## config.mk

```make
export PLATFORM = sky130hd
export DESIGN_NAME = range_scan_response_parser
export DESIGN_NICKNAME = d
export VERILOG_FILES = /design/src/rsrp_pkg.sv /design/src/range_scan_response_parser.sv
export SDC_FILE = /design/constraint.sdc
export NUM_CORES = 1
export LEC_CHECK = 0
export ABC_CLOCK_PERIOD_IN_PS = 13200
export BUFFER_PORTS_ARGS = -buffer_cell sky130_fd_sc_hd__buf_2
export CELL_PAD_IN_SITES_DETAIL_PLACEMENT = 0
export CELL_PAD_IN_SITES_GLOBAL_PLACEMENT = 1
export CORE_MARGIN = 5
export CORE_UTILIZATION = 30
export CTS_CLUSTER_SIZE = 14
export DETAILED_ROUTE_END_ITERATION = 12
export GPL_ROUTABILITY_DRIVEN = 0
export HOLD_SLACK_MARGIN = 0.05
export PLACE_DENSITY = 0.6
export SYNTH_ARGS = -nofsm -noshare
export SYNTH_HDL_FRONTEND = slang
export SYNTH_SLANG_ARGS = --single-unit
```

## constraint.sdc

```tcl
create_clock -name clk -period 13.2 [get_ports clk]
set_clock_uncertainty 0.2 [all_clocks]
set_input_delay 0 -clock clk [delete_from_list [all_inputs] [get_ports clk]]
set_output_delay 0 -clock clk [all_outputs]
set_load 0.03 [all_outputs]
```

## src/rsrp_pkg.sv

```systemverilog
// ----------------------------------------------------------------------------
// rsrp_pkg
// Shared types, codes and decimal helpers for the range scan response parser.
// ----------------------------------------------------------------------------
`default_nettype none

package rsrp_pkg;

  localparam int LINE_BYTES_DEF = 64;

  localparam logic [7:0] ASCII_LF   = 8'h0a;
  localparam logic [3:0] ASCII_DIG_HI = 4'h3;
  localparam logic [6:0] STATUS_GOOD = 7'h30;
  localparam logic [5:0] SEXTET_BIAS = 6'h30;

  // reset values of the configuration registers
  localparam logic [6:0] CMD_RESET     = 7'd71;
  localparam logic [9:0] START_RESET   = 10'd44;
  localparam logic [9:0] END_RESET     = 10'd725;
  localparam logic [6:0] CLUSTER_RESET = 7'd1;

  localparam int CFG_DATA_W = 10;
  localparam int CFG_IDX_W  = 2;

  localparam logic [CFG_IDX_W-1:0] REG_COMMAND = 2'd0;
  localparam logic [CFG_IDX_W-1:0] REG_START   = 2'd1;
  localparam logic [CFG_IDX_W-1:0] REG_END     = 2'd2;
  localparam logic [CFG_IDX_W-1:0] REG_CLUSTER = 2'd3;

  localparam logic [1:0] KIND_RANGE    = 2'd0;
  localparam logic [1:0] KIND_COMPLETE = 2'd1;
  localparam logic [1:0] KIND_FAULT    = 2'd2;

  localparam logic [1:0] CAUSE_COMMAND = 2'd0;
  localparam logic [1:0] CAUSE_ECHO    = 2'd1;
  localparam logic [1:0] CAUSE_LF      = 2'd2;
  localparam logic [1:0] CAUSE_BIT7    = 2'd3;

  localparam logic [2:0] ECHO_START_HUND = 3'd0;
  localparam logic [2:0] ECHO_START_TENS = 3'd1;
  localparam logic [2:0] ECHO_START_UNIT = 3'd2;
  localparam logic [2:0] ECHO_END_HUND   = 3'd3;
  localparam logic [2:0] ECHO_END_TENS   = 3'd4;
  localparam logic [2:0] ECHO_END_UNIT   = 3'd5;
  localparam logic [2:0] ECHO_CLU_TENS   = 3'd6;
  localparam logic [2:0] ECHO_CLU_UNIT   = 3'd7;

  typedef enum logic [8:0] {
    PH_IDLE    = 9'b000000001,
    PH_ECHO    = 9'b000000010,
    PH_LF_A    = 9'b000000100,
    PH_STATUS  = 9'b000001000,
    PH_LF_B    = 9'b000010000,
    PH_DATA_HI = 9'b000100000,
    PH_DATA_LO = 9'b001000000,
    PH_DATA_LF = 9'b010000000,
    PH_END_LF  = 9'b100000000
  } phase_t;

  typedef struct packed {
    logic [3:0] hund;
    logic [3:0] tens;
    logic [3:0] unit;
  } dec3_t;

  typedef struct packed {
    logic [1:0]  kind;
    logic [11:0] range_value;
    logic [6:0]  status_code;
    logic        status_bad;
    logic [1:0]  fault_cause;
  } result_t;

  // decimal digits of a 10-bit value, hundreds taken modulo 10
  function automatic dec3_t dec3(input logic [9:0] v);
    dec3_t      d;
    logic [9:0] r;
    logic [6:0] r7;
    logic [6:0] u;
    d = '0;
    r = v;
    for (int k = 1; k <= 10; k++) begin
      if (v >= 10'(k * 100)) begin
        d.hund = 4'(k);
        r      = v - 10'(k * 100);
      end
    end
    if (d.hund == 4'd10) begin
      d.hund = 4'd0;
    end
    r7 = r[6:0];
    u  = r7;
    for (int k = 1; k <= 9; k++) begin
      if (r7 >= 7'(k * 10)) begin
        d.tens = 4'(k);
        u      = r7 - 7'(k * 10);
      end
    end
    d.unit = u[3:0];
    return d;
  endfunction

endpackage

`default_nettype wire

```

## src/range_scan_response_parser.sv

```systemverilog
// ----------------------------------------------------------------------------
// range_scan_response_parser
// Byte-wise decoder for a distance-scan reply of a laser range finder.
//
// Input stream s_axis carries one received byte per request. Output stream
// m_axis carries at most one result per byte: tuser gives the kind (range
// sample, reply complete, protocol fault), tdata the range, latched status,
// status flag and fault cause. The cfg port writes the expected command byte,
// start step, end step and cluster count; echo digits are split into decimal
// form when a register is written.
// Each byte is decoded combinationally by the phase logic; on the accepting
// edge its result is registered in the output register, or in the skid
// buffer while the output register holds a waiting result. A byte can be
// taken every cycle while the skid buffer is empty, since tready drops only
// when both the output register and the one-entry skid buffer hold a result.
// Reset (synchronous) returns the parser to idle awaiting a command byte,
// empties both result stages and restores the configuration reset values.
// ----------------------------------------------------------------------------
`default_nettype none

module range_scan_response_parser #(
  parameter int LINE_BYTES = rsrp_pkg::LINE_BYTES_DEF
) (
  input  wire logic                           clk,
  input  wire logic                           rst,
  input  wire logic                           s_axis_tvalid,
  output logic                                s_axis_tready,
  input  wire logic [7:0]                     s_axis_tdata,  // [7:0] rx_byte
  output logic                                m_axis_tvalid,
  input  wire logic                           m_axis_tready,
  // [11:0] range_value, [18:12] status_code, [19] status_bad,
  // [21:20] fault_cause, [23:22] zero
  output logic [23:0]                         m_axis_tdata,
  output logic [1:0]                          m_axis_tuser,  // [1:0] kind
  input  wire logic                           cfg_we,
  input  wire logic [rsrp_pkg::CFG_IDX_W-1:0] cfg_index,
  input  wire logic [rsrp_pkg::CFG_DATA_W-1:0] cfg_data
);

  localparam int CNT_W = $clog2(LINE_BYTES + 2);
  localparam logic [CNT_W-1:0] LINE_END = CNT_W'(LINE_BYTES);

  // configuration
  logic [6:0]      command_code;
  rsrp_pkg::dec3_t start_dig;
  rsrp_pkg::dec3_t end_dig;
  rsrp_pkg::dec3_t clu_dig;

  // parser state
  rsrp_pkg::phase_t phase, phase_next;
  logic [2:0]       echo_position, echo_position_next;
  logic [CNT_W-1:0] line_byte_count, line_byte_count_next;
  logic [5:0]       high_sextet, high_sextet_next;
  logic [6:0]       latched_status, latched_status_next;
  logic             echo_miss, echo_miss_next;

  // result stages
  logic             out_valid;
  rsrp_pkg::result_t out_res;
  logic             skid_valid;
  rsrp_pkg::result_t skid_res;

  logic              accept;
  logic              take;
  logic              produce;
  rsrp_pkg::result_t res;

  logic [7:0]       b;
  logic [3:0]       want_digit;
  logic             echo_bad;
  logic             group_end;
  logic [CNT_W-1:0] cnt_inc;
  logic [5:0]       sextet;

  assign s_axis_tready = !skid_valid;
  assign accept        = s_axis_tvalid && s_axis_tready;
  assign take          = out_valid && m_axis_tready;
  assign b             = s_axis_tdata;
  assign cnt_inc       = line_byte_count + CNT_W'(1);
  assign sextet        = b[5:0] - rsrp_pkg::SEXTET_BIAS;

  always_comb begin
    case (echo_position)
      rsrp_pkg::ECHO_START_HUND: want_digit = start_dig.hund;
      rsrp_pkg::ECHO_START_TENS: want_digit = start_dig.tens;
      rsrp_pkg::ECHO_START_UNIT: want_digit = start_dig.unit;
      rsrp_pkg::ECHO_END_HUND:   want_digit = end_dig.hund;
      rsrp_pkg::ECHO_END_TENS:   want_digit = end_dig.tens;
      rsrp_pkg::ECHO_END_UNIT:   want_digit = end_dig.unit;
      rsrp_pkg::ECHO_CLU_TENS:   want_digit = clu_dig.tens;
      default:                   want_digit = clu_dig.unit;
    endcase
  end

  assign echo_bad  = b != {rsrp_pkg::ASCII_DIG_HI, want_digit};
  assign group_end = echo_position inside {rsrp_pkg::ECHO_START_UNIT,
                                           rsrp_pkg::ECHO_END_UNIT,
                                           rsrp_pkg::ECHO_CLU_UNIT};

  always_comb begin
    phase_next           = phase;
    echo_position_next   = echo_position;
    line_byte_count_next = line_byte_count;
    high_sextet_next     = high_sextet;
    latched_status_next  = latched_status;
    echo_miss_next       = echo_miss;
    produce              = 1'b0;
    res                  = '0;

    if (b[7]) begin
      produce         = 1'b1;
      res.kind        = rsrp_pkg::KIND_FAULT;
      res.fault_cause = rsrp_pkg::CAUSE_BIT7;
      phase_next      = rsrp_pkg::PH_IDLE;
    end else begin
      case (phase)
        rsrp_pkg::PH_IDLE: begin
          if (b[6:0] != command_code) begin
            produce         = 1'b1;
            res.kind        = rsrp_pkg::KIND_FAULT;
            res.fault_cause = rsrp_pkg::CAUSE_COMMAND;
          end else begin
            phase_next         = rsrp_pkg::PH_ECHO;
            echo_position_next = '0;
            echo_miss_next     = 1'b0;
          end
        end
        rsrp_pkg::PH_ECHO: begin
          echo_miss_next     = echo_miss || echo_bad;
          echo_position_next = echo_position + 3'd1;
          if (group_end && echo_miss_next) begin
            produce         = 1'b1;
            res.kind        = rsrp_pkg::KIND_FAULT;
            res.fault_cause = rsrp_pkg::CAUSE_ECHO;
            phase_next      = rsrp_pkg::PH_IDLE;
          end else if (echo_position == rsrp_pkg::ECHO_CLU_UNIT) begin
            phase_next = rsrp_pkg::PH_LF_A;
          end
        end
        rsrp_pkg::PH_LF_A: begin
          if (b != rsrp_pkg::ASCII_LF) begin
            produce         = 1'b1;
            res.kind        = rsrp_pkg::KIND_FAULT;
            res.fault_cause = rsrp_pkg::CAUSE_LF;
            phase_next      = rsrp_pkg::PH_IDLE;
          end else begin
            phase_next = rsrp_pkg::PH_STATUS;
          end
        end
        rsrp_pkg::PH_STATUS: begin
          latched_status_next = b[6:0];
          phase_next          = rsrp_pkg::PH_LF_B;
        end
        rsrp_pkg::PH_LF_B: begin
          if (b != rsrp_pkg::ASCII_LF) begin
            produce         = 1'b1;
            res.kind        = rsrp_pkg::KIND_FAULT;
            res.fault_cause = rsrp_pkg::CAUSE_LF;
            phase_next      = rsrp_pkg::PH_IDLE;
          end else begin
            line_byte_count_next = '0;
            phase_next           = rsrp_pkg::PH_DATA_HI;
          end
        end
        rsrp_pkg::PH_DATA_HI: begin
          line_byte_count_next = cnt_inc;
          if (b == rsrp_pkg::ASCII_LF) begin
            if (cnt_inc < LINE_END) begin
              phase_next = rsrp_pkg::PH_END_LF;
            end else begin
              // ending LF landed on the line boundary: reply is done
              produce         = 1'b1;
              res.kind        = rsrp_pkg::KIND_COMPLETE;
              res.status_code = latched_status;
              res.status_bad  = latched_status != rsrp_pkg::STATUS_GOOD;
              phase_next      = rsrp_pkg::PH_IDLE;
            end
          end else begin
            high_sextet_next = sextet;
            phase_next       = rsrp_pkg::PH_DATA_LO;
          end
        end
        rsrp_pkg::PH_DATA_LO: begin
          produce         = 1'b1;
          res.kind        = rsrp_pkg::KIND_RANGE;
          res.range_value = {high_sextet, sextet};
          if (cnt_inc >= LINE_END) begin
            line_byte_count_next = '0;
            phase_next           = rsrp_pkg::PH_DATA_LF;
          end else begin
            line_byte_count_next = cnt_inc;
            phase_next           = rsrp_pkg::PH_DATA_HI;
          end
        end
        rsrp_pkg::PH_DATA_LF: begin
          if (b != rsrp_pkg::ASCII_LF) begin
            produce         = 1'b1;
            res.kind        = rsrp_pkg::KIND_FAULT;
            res.fault_cause = rsrp_pkg::CAUSE_LF;
            phase_next      = rsrp_pkg::PH_IDLE;
          end else begin
            phase_next = rsrp_pkg::PH_DATA_HI;
          end
        end
        rsrp_pkg::PH_END_LF: begin
          produce    = 1'b1;
          phase_next = rsrp_pkg::PH_IDLE;
          if (b != rsrp_pkg::ASCII_LF) begin
            res.kind        = rsrp_pkg::KIND_FAULT;
            res.fault_cause = rsrp_pkg::CAUSE_LF;
          end else begin
            res.kind        = rsrp_pkg::KIND_COMPLETE;
            res.status_code = latched_status;
            res.status_bad  = latched_status != rsrp_pkg::STATUS_GOOD;
          end
        end
        default: begin
          phase_next = rsrp_pkg::PH_IDLE;
        end
      endcase
    end

    // leaving for idle drops the per-reply context
    if (phase_next == rsrp_pkg::PH_IDLE) begin
      echo_position_next   = '0;
      line_byte_count_next = '0;
      high_sextet_next     = '0;
      echo_miss_next       = 1'b0;
    end
  end

  always_ff @(posedge clk) begin
    if (rst) begin
      command_code <= rsrp_pkg::CMD_RESET;
      start_dig    <= rsrp_pkg::dec3(rsrp_pkg::START_RESET);
      end_dig      <= rsrp_pkg::dec3(rsrp_pkg::END_RESET);
      clu_dig      <= rsrp_pkg::dec3({3'b000, rsrp_pkg::CLUSTER_RESET});
    end else if (cfg_we) begin
      case (cfg_index)
        rsrp_pkg::REG_COMMAND: command_code <= cfg_data[6:0];
        rsrp_pkg::REG_START:   start_dig    <= rsrp_pkg::dec3(cfg_data);
        rsrp_pkg::REG_END:     end_dig      <= rsrp_pkg::dec3(cfg_data);
        rsrp_pkg::REG_CLUSTER: clu_dig      <= rsrp_pkg::dec3({3'b000, cfg_data[6:0]});
        default: ;
      endcase
    end
  end

  always_ff @(posedge clk) begin
    if (rst) begin
      phase           <= rsrp_pkg::PH_IDLE;
      echo_position   <= '0;
      line_byte_count <= '0;
      high_sextet     <= '0;
      latched_status  <= '0;
      echo_miss       <= 1'b0;
    end else if (accept) begin
      phase           <= phase_next;
      echo_position   <= echo_position_next;
      line_byte_count <= line_byte_count_next;
      high_sextet     <= high_sextet_next;
      latched_status  <= latched_status_next;
      echo_miss       <= echo_miss_next;
    end
  end

  // output register with one skid entry behind it
  always_ff @(posedge clk) begin
    if (rst) begin
      out_valid  <= 1'b0;
      skid_valid <= 1'b0;
    end else if (take) begin
      if (skid_valid) begin
        out_res    <= skid_res;
        skid_valid <= 1'b0;
      end else begin
        out_valid <= accept && produce;
        out_res   <= res;
      end
    end else if (accept && produce) begin
      if (!out_valid) begin
        out_valid <= 1'b1;
        out_res   <= res;
      end else begin
        skid_valid <= 1'b1;
        skid_res   <= res;
      end
    end
  end

  assign m_axis_tvalid = out_valid;
  assign m_axis_tuser  = out_res.kind;
  assign m_axis_tdata  = {2'b00, out_res.fault_cause, out_res.status_bad,
                          out_res.status_code, out_res.range_value};

endmodule

`default_nettype wire
```

Word level (Yosys, flattened, before mapping)
Index checks and enable logic that the tools add are counted.
Operators by class
  $add $sub $neg: 42
  $mul: 0
  divide/modulo/power cells: 0
  $lt $le $gt $ge: 41
  eq/ne operators: 33
  shift-type cells: 0
  mux-type cells: 152
  bitwise logic cells: 3
  reduce and logical (&&, ||, !) cells: 30
Operators by type and width (number)
  4-bit 2-to-1 mux: 69
  7-bit 2-to-1 mux: 25
  24-bit 2-to-1 mux: 4
  7-bit >= comparator, second input constant: 11
  7-bit by 6-bit >= comparator with 1-bit output, second input constant: 9
  9-bit case mux with 7 select lines: 1
  4-bit subtractor, second input constant: 15
  9-bit 2-to-1 mux: 6
  10-bit >= comparator, second input constant: 5
  7-bit subtractor, second input constant: 7
  7-bit by 5-bit >= comparator with 1-bit output, second input constant: 6
  8-bit 2-to-1 mux: 4
  10-bit by 9-bit >= comparator with 1-bit output, second input constant: 3
  6-bit 2-to-1 mux: 5
  4-bit case mux with 7 select lines: 1
  4-bit by 3-bit subtractor with 4-bit output, second input constant: 6
  7-bit by 4-bit >= comparator with 1-bit output, second input constant: 3
  7-bit case mux with 3 select lines: 1
  7-bit by 6-bit subtractor with 7-bit output, second input constant: 3
  20-bit 2-to-1 mux: 1
  1-bit 2-to-1 mux: 19
  9-bit by 1-bit equality test with 1-bit output, second input constant: 2
  8-bit case mux with 2 select lines: 1
  4-bit AND reduction: 4
  other kinds (55): 90
Word-level totals
  register bits: 122
  latch bits: 0
  memory bits (writable): 0
  memory bits (read-only): 0
  input bits: 25
  output and inout bits: 28
  logic and storage cells: 328
  memories: 0

Depth between registers and ports, before layout
Gate-level depths: netlist (run 1).
  depth in word-level cells: 24
  depth in mapped cells: 20

Least setup slack after synthesis (run 1)
OpenSTA, ideal clock, no wires.
  path kind: reg2reg
  from: reg echo_position[0]
  to: reg skid_res[0] in the netlist's numbering (enable)
  arrival time: 4.044 ns
  data required time: 12.565 ns
  slack: 8.521 ns
  cell stages (with the launch flop): 14
  path buffers: 2
  cells stage by stage: dfxtp_1 -> inv_1 -> ha_1 -> clkbuf_1 -> or4_1 -> clkbuf_1 -> nor2_1 -> a31oi_1 -> xnor2_1 -> nand4_1 -> a31oi_1 -> a41oi_1 -> nand2_1 -> nor3_1
Between the ends
  cells in the longest elaborated chain, start to end: 10
RTL lines
  start: declaration: RTL line range_scan_response_parser.sv:51  | logic [2:0] echo_position, echo_position_next;
  start signal: assignment: RTL line range_scan_response_parser.sv:259  | echo_position <= echo_position_next;
  3-bit equality test (tied with other cells): RTL line range_scan_response_parser.sv:83  | case (echo_position)
  4-bit case mux with 7 select lines: RTL line range_scan_response_parser.sv:83
  8-bit by 6-bit != test with 1-bit output: RTL line range_scan_response_parser.sv:95  | assign echo_bad = b != {rsrp_pkg::ASCII_DIG_HI, want_digit};
  1-bit logical OR: RTL line range_scan_response_parser.sv:129  | echo_miss_next = echo_miss || echo_bad;
  1-bit logical AND (*): RTL line range_scan_response_parser.sv:131  | if (group_end && echo_miss_next) begin
  1-bit 2-to-1 mux (*): RTL line range_scan_response_parser.sv:131
  1-bit case mux with 5 select lines (*): RTL line range_scan_response_parser.sv:116  | case (phase)
  1-bit 2-to-1 mux (*): RTL line range_scan_response_parser.sv:110  | if (b[7]) begin
  1-bit logical AND (*): RTL line range_scan_response_parser.sv:280  | end else if (accept && produce) begin
  4-bit AND reduction (no line) (*)
  end signal: assignment: RTL line range_scan_response_parser.sv:286  | skid_res <= res;
  end: declaration: RTL line range_scan_response_parser.sv:61  | rsrp_pkg::result_t skid_res;
Every way passes the cells marked *; elsewhere a longest branch is shown, timed or not.
A chain may end at the register's enable or synchronous reset.

Worst setup path in the final report (run 1)
  from: in cfg_data[3] in the netlist's numbering
  to: reg clu_dig[1] in the netlist's numbering
Between the ends
  cells in the longest elaborated chain, start to end: 16
RTL lines
  start: declaration: RTL line range_scan_response_parser.sv:37  | input wire logic [rsrp_pkg::CFG_DATA_W-1:0] cfg_data
  7-bit subtractor / 7-bit >= comparator (equally long branches): RTL line rsrp_pkg.sv:85, rsrp_pkg.sv:83
  7-bit 2-to-1 mux: RTL line rsrp_pkg.sv:83  | if (v >= 10'(k * 100)) begin
  7-bit 2-to-1 mux (*): RTL line rsrp_pkg.sv:83
  7-bit 2-to-1 mux (*): RTL line range_scan_response_parser.sv:239  | case (cfg_index)
  7-bit 2-to-1 mux (*): RTL line range_scan_response_parser.sv:238  | end else if (cfg_we) begin
  7-bit 2-to-1 mux (*): RTL line range_scan_response_parser.sv:233  | if (rst) begin
  7-bit by 4-bit >= comparator with 1-bit output / 4-bit subtractor (equally long branches): RTL line rsrp_pkg.sv:94, rsrp_pkg.sv:96
  4-bit 2-to-1 mux (8 in series): RTL line rsrp_pkg.sv:94  | if (r7 >= 7'(k * 10)) begin
  4-bit 2-to-1 mux (*): RTL line rsrp_pkg.sv:94
  end signal: assignment: RTL line range_scan_response_parser.sv:237  | clu_dig <= rsrp_pkg::dec3({3'b000, rsrp_pkg::CLUSTER_RESET});
  end signal: assignment: RTL line range_scan_response_parser.sv:243  | rsrp_pkg::REG_CLUSTER: clu_dig <= rsrp_pkg::dec3({3'b000, cfg_data[6:0]});
  end: declaration: RTL line range_scan_response_parser.sv:47  | rsrp_pkg::dec3_t clu_dig;
Every way passes the cells marked *; elsewhere a longest branch is shown, timed or not. The select of a mux whose other input is x is not followed.

==> summary.txt, run 1 <==
Run
  – Max Cap Viol: 0

Yosys
  – Mapped Area: 8040 sq um
  – Seq/Total Area, Yosys: 0.364
  – Synthesis Warnings: 0
  – Synth top area share: 0.184
  – Synthesized area per cell: approximately 8.7 sq um
  – Top post-synthesis cells by area: dfxtp_1 18%, edfxtp_1 18%, ha_1 6.1%, nand2_1 5.3%, a21oi_1 4.8%
  – Post-Synth Adder-Cell Area: 0.0607
  – Ys flop type: dfxtp_1
  – Synth Area in XOR/XNOR: 0.0325
  – Largest area contributor in the netlist: dfxtp_1
  – Simple-gate share of the synthesized area: 0.228
  – Mapped Cells: 927
  – #FFs+latches synth: around 120
  – Multiplexer area fraction after synthesis: 0.0668
  – Async SR Flop Fraction: 0
  – Post-synthesis cell type count: between 90 and 100
  – Largest family of logic cells by synthesized area: simple AND/OR/NAND/NOR gates
  – Compound-cell area share of the yosys netlist: 0.205
  – EDFF count, synth: between 40 and 50

STA
  – Fin crit share: 0.390
  – RSZ-0062 raised after global routing: no
  – Worst rel slew slack: 0.226
  – Worst Tran Pin Value: 1160 ps
  – Hold Fails Final Rpt: 0
  – Min Hold Slack: 140 ps
  – Final setup viols: 0
  – Slew Viols, Final: 0
  – Tmin final: 5150 ps
  – TNS Setup: 0 ps
  – FMAX: just under 200 MHz

Setup path
  – Worst setup SP type: input pin
  – Critical path data required time: approximately 13000 ps
  – Crit-path max cell delay: about 720 ps
  – Kind of critical path: in2reg
  – WP data arrival: between 5000 and 6000 ps
  – CP endpoint kind: flip-flop
  – Critical path's slowest cell: mux2i_1
  – CP max FO: 18
  – Crit path cell chain: dlygate4sd3_1 -> buf_2 -> inv_1 -> ha_1 -> or3b_2 -> o22ai_1 -> mux2i_1 -> inv_1 -> ha_1 -> a221oi_1 -> o211ai_1 -> or2_2 -> a21oi_1 -> o21ai_0 -> a21oi_1 -> mux2i_1 -> nand2_1

Floorplan
  – DIE WIDTH: 174 microns
  – Row cnt: 60
  – Die H: around 170 microns
  – Die Area: about 30000 sq um
  – I/O Pins: between 50 and 60
  – Initial Utilization: 0.302
  – Core area: around 27000 sq um

Route
  – DR vias: around 7200
  – Iter 0 DRT Violations: about 530
  – Post-route antenna net violation count: 0
  – 1st-pass router iterations: 6
  – Final wirelength: 23900 microns
  – WL/cell: 17.9 microns
  – Via-to-Cell Ratio: 5.42
  – Detailed-route DRC error count: 0

GRT
  – Remaining global-route overflow: 0
  – Antenna violations before repair: 0
  – Vias in the first global route: ~7000
  – All-Layer GR Usage: 0.155
  – First-pass GRT wire length: around 38000 microns
  – Largest net degree at the start of global routing: 33

CTS
  – CTS Sinks: ~120
  – Clock Path Buffers: 2
  – Post-CTS Setup Bufs: 0
  – CTS Root Cell: clkbuf_16
  – H-tree lvl count: 4
  – Worst-Skew Late Latency: around 420 ps
  – CTS clk-pin slew, worst paths: 60 ps
  – CTS Buf Count: 17
  – CTS tree: yes
  – CTS Hold Bufs: 29
  – Cts repair resizes: 0

Pwr
  – Leak: ~3.5 nW
  – Sw frac: 0.310
  – NetSw: about 0.33 mW
  – Combinational power share: 0.199
  – Clk pwr share: 0.419
  – PwrDens: 114 nW/um^2
  – Sequential share of power: 0.383
  – Internal Power: approximately 0.74 mW
  – Worst VDD drop: a little over 0.06 mV

Cells and area
  – Final nets: around 1000
  – FF+latch area: between 2000 and 3000 sq um
  – Area growth syn-to-layout: 16.7%
  – Filler cells: 2754
  – Layout cell share with drive strength beyond 1: 0.144
  – Multi-input gate area: around 4800 sq um
  – Diodes inserted: 0

Placed design
  – HPWL after DPL: between 15000 and 20000 microns
  – IO buf count: 50

Worst hold path
  – HP Class: in2reg

Outcome
  – Outcome: completed
## synthesized netlist by cell type (9+ instances only)
master    instances
nand3_1          37
a31oi_1          22
mux2_2           29
inv_1            29
nand2_1         114
nand4_1           9
nor2_1           69
ha_1             39
a21oi_1          77
and2_1           30
or3_1            11
edfxtp_1         48
o21ai_0          42
xnor2_1          22
clkbuf_1         33
nor3_1           16
mux2i_1          21
dfxtp_1          74
nor2b_1           9
and3_1           15
## worst paths after layout
check	from	end	slack, ps	depth (start not counted)
max	cfg_data[3]	clu_dig[1]$_SDFFE_PP0P_	8050	17
min	cfg_data[8]	end_dig[11]$_SDFFE_PP0P_	140	6
max reg2reg	echo_position[2]$_SDFFE_PP0P_	m_axis_tdata[16]$_DFFE_PP_	8940	11
min reg2reg	start_dig[0]$_SDFFE_PP0P_	start_dig[0]$_SDFFE_PP0P_	260	2
## logic make-up (layout without fill, tap and decap cells)
kind of cell | Yosys count | count (layout)
adders and majority gates | 39 | 39
AOI/OAI and AO/OA | 242 | 242
buffers and inverters | 81 | 146
muxes | 50 | 50
other | 1 | 2
DFF | 122 | 122
and+or+nand+nor | 363 | 363
xor gates and xnor gates | 29 | 29
## layout by cell type, fill, tap and decap left out, types with 30 or more instances in the layout
| master | count |
|---|---|
| dfxtp_1 | 74 |
| nand2_1 | 114 |
| ha_1 | 39 |
| nand3_1 | 37 |
| buf_2 | 50 |
| a21oi_1 | 77 |
| nor2_1 | 68 |
| o21ai_0 | 42 |
| and2_1 | 30 |
| edfxtp_1 | 48 |
## cell type report
cell class | count | area share
Multi-Input combinational cell | 725 | 0.509
Clock inverter | 15 | 0.0151
Clock buffer | 17 | 0.0453
Inverter | 31 | 0.0127
Timing Repair Buffer | 83 | 0.0608
Sequential cell | 122 | 0.311
Tap cell | 341 | 0.0455
## flip-flops by register name (all words and copies together) (netlist names)
name / cells
line_byte_count: 7
echo_position: 3
end_dig: 12
command_code: 7
skid_res: 24
phase: 9
m_axis_tuser: 2
echo_miss: 1
m_axis_tdata: 22
latched_status: 7
high_sextet: 6
skid_valid: 1
clu_dig: 8
start_dig: 12
m_axis_tvalid: 1
## per-layer routing
metal  part of all wire  GRT usage  up-vias
li1                   -          -     3519
met2               0.45      0.247      217
met3              0.045     0.0266       38
met1               0.49      0.214     3461
met4              0.018     0.0538        0
met5                  0          0        -
## power groups by stage
stage | clock network, mW | registers (mW) | logic [mW]
2_1_floorplan | 0 | 0.423 | 0.140
3_3_place_gp | 0 | 0.416 | 0.208
4_1_cts | 0.458 | 0.408 | 0.210
6_report | 0.447 | 0.408 | 0.212
5_1_grt | 0.473 | 0.409 | 0.233
3_5_place_dp | 0 | 0.416 | 0.204
## worst max-delay path, delay by kind of cell
family | cells | cell delay, ps
and+or+nand+nor | 3 | 920
adders and majority gates | 2 | 530
AOI/OAI and AO/OA | 6 | 1490
muxes | 2 | 940
buffers and inverters | 4 | 1360
## stage by stage
| step | area, sq um | power [mW] | worst slack, ps | utilization | instances |
|---|---|---|---|---|---|
| 2_1_floorplan | 8040 | 0.563 | 8520 | - | 928 |
| 3_3_place_gp | 8530 | 0.624 | 8360 | 0.320 | 1273 |
| 3_5_place_dp | 8530 | 0.620 | 8280 | 0.320 | 1273 |
| 4_1_cts | 9390 | 1.08 | 8170 | 0.352 | 1334 |
| 5_1_grt | 9390 | 1.12 | 7680 | 0.352 | 1334 |
| 6_report | 9390 | 1.07 | 8050 | 0.352 | 1334 |
Note: power is estimated with default switching activity, not from simulation.
==> run 2, diff against run 1 <==
Settings changed: ABC_CLOCK_PERIOD_IN_PS 13200 to 5100.
Clock period 13.2 ns to 5.1 ns, I/O delays scaled along.
==> run 2 against run 1 <==
Sequential cell count unchanged. Register-to-register slack lost 7800 ps. Clock-buffer cell count unchanged. Routed wire length grew 0.15%. Critical path depth up 2. Largest power group unchanged.
==> summary.txt, run 2 (synthesized netlist as in run 1, its figures left out) <==
GRT
  – Antenna violations before repair: 0 (unchanged)
  – First-pass GRT wire length: 38700 microns (+0.74%)
  – Remaining global-route overflow: 0 (unchanged)
  – Largest net degree at the start of global routing: 63 (+91%)
  – Vias in the first global route: 6912 (-0.82%)
  – All-Layer GR Usage: 0.157 (+0.00159)

Setup path
  – WP data arrival: 4830 ps (-420 ps)
  – RR Startpoint: echo_position[1]$_SDFFE_PP0P_
  – CP endpoint kind: flip-flop
  – Worst setup SP type: input pin
  – Kind of critical path: in2reg
  – Crit. Startpoint: cfg_data[4]
  – Flop2flop setup slack: 1160 ps (-7780 ps)
  – CP max FO: 17 (-1)
  – Critical path data required time: 5240 ps (-8070 ps)

Cells and area
  – Area growth syn-to-layout: 19.4%
  – Final nets: 1062 (+1.7%)
  – Commonest non-fill, non-tap cell in the layout: nand2_1
  – Diodes inserted: 0 (unchanged)
  – Most flops, register: skid_res
  – Most frequent cells in the layout: 114 x nand2_1, 77 x a21oi_1, 74 x dfxtp_1
  – Max FFs per register: 24 (unchanged)
  – Filler cells: 2737 (-0.62%)
  – Layout cell share with drive strength beyond 1: 0.159 (+0.0152)

STA
  – TNS Setup: 0 ps (unchanged)
  – Tmin final: roughly 4700 ps
  – Slew Viols, Final: 0 (unchanged)
  – Worst Tran Pin Value: 1050 ps (-108 ps)
  – Fin crit share: 0.919
  – Worst rel slew slack: 0.297 (+0.0713)
  – FMAX: 213 MHz
  – Final setup viols: 0 (unchanged)
  – Hold Fails Final Rpt: 0 (unchanged)
  – RSZ-0062 raised after global routing: no

CTS
  – H-tree lvl count: 4 (unchanged)
  – CTS Sinks: 122 (unchanged)
  – CTS tree: yes
  – CTS clk-pin slew, worst paths: 60 ps (about the same)
  – Clock Path Buffers: 2 (unchanged)
  – Worst-Skew Late Latency: 420 ps (about the same)
  – Post-CTS Setup Bufs: 0 (unchanged)
  – CTS Root Cell: clkbuf_16
  – CTS Buf Count: 17 (unchanged)

Pwr
  – Combinational power share: 0.192 (-0.007)
  – Worst VDD drop: 0.207 mV (+240%)
  – Sequential share of power: 0.362 (-0.021)
  – Total power: 2.92 mW (+170%)
  – Sw frac: 0.292 (-0.0181)
  – PwrDens: 304 nW/um^2 (+170%)
  – NetSw: 0.851 mW (+160%)
  – Clk pwr share: 0.446 (+0.027)
  – Internal Power: 2.07 mW (+180%)
  – Leak: 3.67 nW (+3.5%)

Floorplan
  – Core area: 26700 sq um (unchanged)
  – Die Area: 30200 sq um (unchanged)
  – DIE WIDTH: 174 microns (unchanged)
  – I/O Pins: 53 (unchanged)
  – Row cnt: 60 (unchanged)
  – Initial Utilization: 0.302 (unchanged)
  – Die H: 174 microns (unchanged)

Route
  – Final wirelength: 23900 microns (+0.15%)
  – Post-route antenna net violation count: 0 (unchanged)
  – WL/cell: 17.7 microns (-1.2%)
  – Detailed-route DRC error count: 0 (unchanged)
  – Via-to-Cell Ratio: 5.36 (-1.1%)
  – 1st-pass router iterations: 5 (-1)
  – DR vias: 7249 (+0.19%)
  – Iter 0 DRT Violations: 541 (+1.7%)

Worst hold path
  – HP Class: in2reg
  – Hold Startpoint: cfg_data[9]

Placed design
  – IO buf count: 50 (unchanged)
  – HPWL after DPL: 17200 microns (+1.2%)

Outcome
  – Outcome: completed

Run
  – Max Cap Viol: 0 (unchanged)
run 2: layout make-up:
cell class,count,area [sq um],share of cell area
sequential,122,2920,0.305
clock inverter,15,210,0.0219
inverter,31,119,0.0124
multi-input combinational,725,4790,0.499
clock buffer,17,425,0.0443
tap,341,427,0.0445
timing repair buffer,101,708,0.0738
run 2: worst max-delay path, cell delays in order:
cell	delay, ps
dlygate4sd3_1	530
buf_2	170
inv_1	280
ha_1	370
nand2b_2	170
a221oi_4	490
nor2_2	50
a311o_1	370
nor4b_4	340
o21a_4	240
inv_4	100
ha_1	210
nand3b_1	170
o211ai_1	130
and3_1	200
o211a_1	210
or4b_1	480
o2111a_1	150
a31oi_1	150
run 2: layer usage:
| layer | part of all wire | track usage |
|---|---|---|
| met1 | 0.49 | 0.223 |
| met2 | 0.45 | 0.247 |
| met3 | 0.044 | 0.0236 |
| met4 | 0.015 | 0.0465 |
| met5 | 0 | 0 |
run 2: through the flow:
step	setup WS, ps	area [sq um]	hold WS (ps)	util	std cells
final	413	9600	143	0.360	1352
after global routing	73.5	9600	234	0.360	1352
after CTS	453	9590	115	0.360	1352
after detailed placement	560	8660	117	0.325	1290
after global placement	652	8660	106	0.325	1290
after floorplan	421	8040	-83.5	-	928
run 2: timing repair:
action                     CTS  global route
hold buffers                30             0
hold endpoints to repair    93             0
gates resized for setup      0             1
setup endpoints to repair    0             2
run 2: worst paths after layout:
kind         cells after the start                          to
max                             19     end_dig[2]$_SDFFE_PP1P_
min                              3    end_dig[10]$_SDFFE_PP1P_
min reg2reg                      2   start_dig[0]$_SDFFE_PP0P_
max reg2reg                     12  m_axis_tdata[16]$_DFFE_PP_
run 2: power by group through the flow:
stage / registers (mW) / logic [mW] / clock network, mW
after floorplan: 1.10 / 0.362 / 0
after global placement: 1.08 / 0.549 / 0
after detailed placement: 1.08 / 0.538 / 0
after CTS: 1.06 / 0.556 / 1.33
after global routing: 1.06 / 0.619 / 1.38
final: 1.06 / 0.559 / 1.30
